==> config.mk <==
export PLATFORM = sky130hd
export DESIGN_NAME = htdr_ctrl
export DESIGN_NICKNAME = d
export VERILOG_FILES = /design/src/hw/rtl/htdr_pkg.sv /design/src/hw/rtl/htdr_ctrl.sv
export VERILOG_INCLUDE_DIRS = /design/src /design/src/hw/rtl
export SDC_FILE = /design/constraint.sdc
export NUM_CORES = 1
export LEC_CHECK = 0
export ABC_AREA = 1
export BUFFER_PORTS_ARGS = -buffer_cell sky130_fd_sc_hd__buf_2
export CORE_AREA = 5 5 42 44
export CTS_CLUSTER_SIZE = 16
export DETAILED_ROUTE_END_ITERATION = 8
export DIE_AREA = 0 0 47 49
export PLACE_DENSITY = 0.5
export REMOVE_ABC_BUFFERS = 1
export SLEW_MARGIN = 0
export SYNTH_ARGS = -nofsm -noshare
export SYNTH_HDL_FRONTEND = slang
export SYNTH_SLANG_ARGS = --single-unit
export TNS_END_PERCENT = 20
==> constraint.sdc <==
create_clock -name clock -period 3.1 [get_ports clock]
set_clock_uncertainty 0.15 [all_clocks]
set_input_delay 0.775 -clock clock [delete_from_list [all_inputs] [get_ports clock]]
set_output_delay 0.775 -clock clock [all_outputs]
set_load 0.01 [all_outputs]
==> src/hw/rtl/assert_macros.svh <==
// Assertion helpers for the RTL
`ifndef ASSERT_MACROS_SVH
`define ASSERT_MACROS_SVH

// property that holds whenever reset is low
`define ASSERT_IMP(label, clk, rst, ante, cons, msg) \
   label: assert property (@(posedge clk) disable iff (rst) (ante) |-> (cons)) \
      else $error(msg);

// property checked on the following clock
`define ASSERT_NEXT(label, clk, rst, ante, cons, msg) \
   label: assert property (@(posedge clk) disable iff (rst) (ante) |=> (cons)) \
      else $error(msg);

`endif

==> src/hw/rtl/htdr_pkg.sv <==
package htdr_pkg;

   localparam int KEY_W   = 64;
   localparam int MOVE_W  = 16;
   localparam int SCORE_W = 32;
   localparam int DEPTH_W = 8;
   localparam int EVAL_W  = 16;
   localparam int BOUND_W = 2;
   localparam int CNT_W   = 10;
   localparam int CFG_W   = 17;
   localparam int DATA_W  = KEY_W + MOVE_W + SCORE_W + DEPTH_W + EVAL_W + BOUND_W;

   localparam logic KIND_PROBE = 1'b0;
   localparam logic KIND_STORE = 1'b1;

   typedef enum logic [2:0] {
      ST_CLEAR,
      ST_IDLE,
      ST_DIVIDE,
      ST_READ,
      ST_DECIDE,
      ST_OUTPUT
   } state_type;

   // controller to datapath
   typedef struct packed {
      logic clear;
      logic load;
      logic div_step;
      logic rd_en;
      logic commit;
      logic rsp_load;
   } cmd_type;

   // datapath to controller
   typedef struct packed {
      logic clear_done;
      logic div_done;
   } status_type;

endpackage

==> src/hw/rtl/htdr_ctrl.sv <==
module htdr_ctrl
   import htdr_pkg::*;
(
   input  logic       clock,
   input  logic       reset,
   input  logic       req_valid,
   output logic       req_stall,
   output logic       rsp_valid,
   input  logic       rsp_stall,
   input  status_type status,
   output cmd_type    cmd
);

`include "assert_macros.svh"

   state_type state_ff, state_in;

   // next state
   always_comb begin
      state_in = state_ff;
      case (state_ff)
         ST_CLEAR:  if (status.clear_done) state_in = ST_IDLE;
         ST_IDLE:   if (req_valid) state_in = ST_DIVIDE;
         ST_DIVIDE: if (status.div_done) state_in = ST_READ;
         ST_READ:   state_in = ST_DECIDE;
         ST_DECIDE: state_in = ST_OUTPUT;
         ST_OUTPUT: if (!rsp_stall) state_in = ST_IDLE;
         default:   state_in = ST_IDLE;
      endcase
   end

   always_ff @(posedge clock) begin
      if (reset) begin
         state_ff <= ST_CLEAR;
      end else begin
         state_ff <= state_in;
      end
   end

   // outputs
   always_comb begin
      cmd = '0;
      req_stall = 1'b1;
      rsp_valid = 1'b0;
      case (state_ff)
         ST_CLEAR: begin
            cmd.clear = 1'b1;
         end
         ST_IDLE: begin
            req_stall = 1'b0;
            cmd.load  = req_valid;
         end
         ST_DIVIDE: begin
            cmd.div_step = !status.div_done;
            cmd.rd_en    = status.div_done;
         end
         ST_READ: begin
            cmd.commit   = 1'b0;
         end
         ST_DECIDE: begin
            cmd.commit   = 1'b1;
            cmd.rsp_load = 1'b1;
         end
         ST_OUTPUT: begin
            rsp_valid = 1'b1;
         end
         default: begin
            req_stall = 1'b1;
         end
      endcase
   end

   `ASSERT_NEXT(a_commit_then_out, clock, reset, cmd.commit, rsp_valid,
      "commit not followed by result")
   `ASSERT_IMP(a_no_accept_busy, clock, reset, rsp_valid, req_stall,
      "input taken while result pending")
   `ASSERT_NEXT(a_out_holds, clock, reset, rsp_valid && rsp_stall, rsp_valid,
      "result dropped under stall")

endmodule

==> impl_results.md <==
* Final TNS setup at 0 ns
* R2R cell count at 5
* M1 WL at 204 um
* Clk slew on worst S/H paths at 0.04 ns
* Die height at 49 um
* Critical path type: in2out
* Max Clock Freq at 0.465 GHz
* Top layer reached by signal wires: met3
* Synthesized area per cell at 5.83 um2
* Commonest cells after routing, fill and taps aside: 13 x buf_2, 10 x inv_1, 10 x nor2_1
* Status: completed
* RSZ-0062 raised after global routing: no
* Antenna cells at 0
* Dpl ws at 0.944 ns
* Worst-Margin Slew at 0.229 ns
* DRT iter0 DRCs at 5
* Yosys cell types at 14
* Hold Crit Class: reg2reg
* Routed wl met3 at 67 um
* # IOs at 14
* Worst EP required at 2.17 ns
* Gr ovfl total at 0
* Worst Setup EP: cmd[3]
* Layout cells sized above 1 at 38.6%
* Worst Setup Slack, final at 0.949 ns
* Switching pwr at 121 uW
* Drc violations at 0
* Die area at 2300 um2
* # hold bufs at CTS at 0
* Critical R2R Launch: state_ff[0]
* H-Tree Depth at 1
* Clock Tree Buf Depth at 2
* Drt total wl at 582 um
* Vias per inst at 4.01
* Met2 wire length at 309 um
* Pint at 159 uW
* Synth Cell Area at 239 um2
* CTS resizes at 0
* Flops & latches, synth at 3
* Max-slew headroom at 84.6%
* Die W at 47 um
* CP Launch Type: input port
* Final layout net count at 64
* Most common cell after layout, fill and taps aside: buf_2
* Largest net degree at the start of global routing at 6
* HPWL after detailed placement at 490 um
* Final setup viols at 0
* Worst Setup SP: status[0]
* Final Hold Fails at 0
* Starting Density at 17.1%
* Crit path max fanout at 2
* Most flops, register: state_ff
* Worst IR Drop VDD at 0.212 mV
* Sw frac at 43.3%
* Drt wl/cell at 7.97 um
* LEAKAGE at 0.000217 uW
* Gpl congestion at 0.653
* FF-to-FF End: state_ff[1]
* CP arrival at 1.23 ns
* Core footprint at 1400 um2
* Crit end category: output port
* GRT Total Usage at 6.40%
* Yosys warning total at 0
* Gate power share at 51.1%
* CTS tree: yes
* DR vias at 293
* Pre-antenna DRT Iters at 4
* Cell area power density at 816 nW/um2
* Final non-filler cell total at 73
* Clock network power share at 24.3%
* Reg power frac at 24.6%
* Postcts setup bufs at 0
* R2R Setup Slk at 1.88 ns
* Hold Crit Start: state_ff[1]
* TritonCTS Sinks at 3
* FP Rows at 14
* I/O Buffers at 13
* CTS root buf: clkbuf_4
* Min Tclk post-route at 2.15 ns
* Area growth from synthesis to layout at 43.5%
* Tcrit/Tclk final at 69.4%
* Placed cell count at 69
* Sequential area share after synthesis at 25.1%
* Vias in the first global route at 268
* Biggest regs: state_ff: 3 flops
* Num CTS Buffers at 3
* Largest register FFs at 3
* First-pass GRT wire length at 1020 um
* Post-DRT Antenna Nets at 0
* Max-slew violations at 0
* Insertion delay to the later sink of the worst-skew pair at 0.23 ns
* Max_cap viols at 0
* Worst hold stages at 2
* Antenna violations before repair at 0
* Mapped Cells at 41
## layout make-up
class                           count  area [um2]
Inverter                           12        45.0
Clock buffer                        4        26.3
Timing Repair Buffer               13        65.1
Fill cell                         173        1060
Sequential cell                     3        60.1
Multi-Input combinational cell     25         126
Tap cell                           16        20.0
## per-stage QoR
stage / hold WS [ns] / area [um2] / total power (uW) / utilization (%)
after detailed placement: 0.419 / 317 / 215 / 22.6
after global placement: 0.410 / 317 / 213 / 22.6
final: 0.419 / 343 / 280 / 24.5
after global routing: 0.470 / 343 / 316 / 24.5
after CTS: 0.424 / 343 / 287 / 24.5
after floorplan: 0.377 / 231 / 169 / -
## power groups by stage
| stage | sequential (uW) | clock [uW] | combinational, uW |
|---|---|---|---|
| after CTS | 68.7 | 72.1 | 147 |
| after global routing | 71.7 | 77.3 | 167 |
| after global placement | 68.4 | 0 | 145 |
| final | 68.8 | 67.9 | 143 |
| after detailed placement | 69.4 | 0 | 146 |
| after floorplan | 65.3 | 0 | 104 |
## Yosys cell counts
cell / count / share of area [%]
a211oi_1: 1 / 3.1
a21oi_1: 1 / 2.1
buf_4: 1 / 3.1
dfxtp_1: 3 / 25
inv_1: 10 / 16
inv_2: 2 / 3.1
nand2_1: 3 / 4.7
nand3_1: 3 / 6.3
nand3_2: 1 / 4.2
nand3b_1: 1 / 3.1
nand4_1: 1 / 2.6
nor2_1: 10 / 16
nor2_2: 3 / 7.9
o21a_1: 1 / 3.1
## metal layers
metal	track usage [%]	up-vias
met4	6.91	0
met5	0	-
met2	8.14	9
met1	7.44	128
met3	2.21	0
li1	-	156
## critical path, cell delays in order
cell and delay [ns]:
buf_2 0.09, inv_1 0.06, nand4_1 0.11, inv_1 0.06, buf_2 0.12
## worst min-delay path by stage
stage | endpoint | slack, ns
floorplan | state_ff[1] | 0.38
global placement | state_ff[1] | 0.41
detailed placement | state_ff[1] | 0.42
CTS | state_ff[1] | 0.42
global route | state_ff[1] | 0.47
finish | state_ff[1] | 0.42
## cell families (layout without fill, tap and decap cells)
group           Yosys count  after routing  share of synthesized area [%]
simple gates             22             22                           44.5
flops                     3              3                           25.1
buf+inv                  13             29                           22.0
compound gates            3              3                           8.38
No activity file was read; power rests on OpenSTA's default activity.
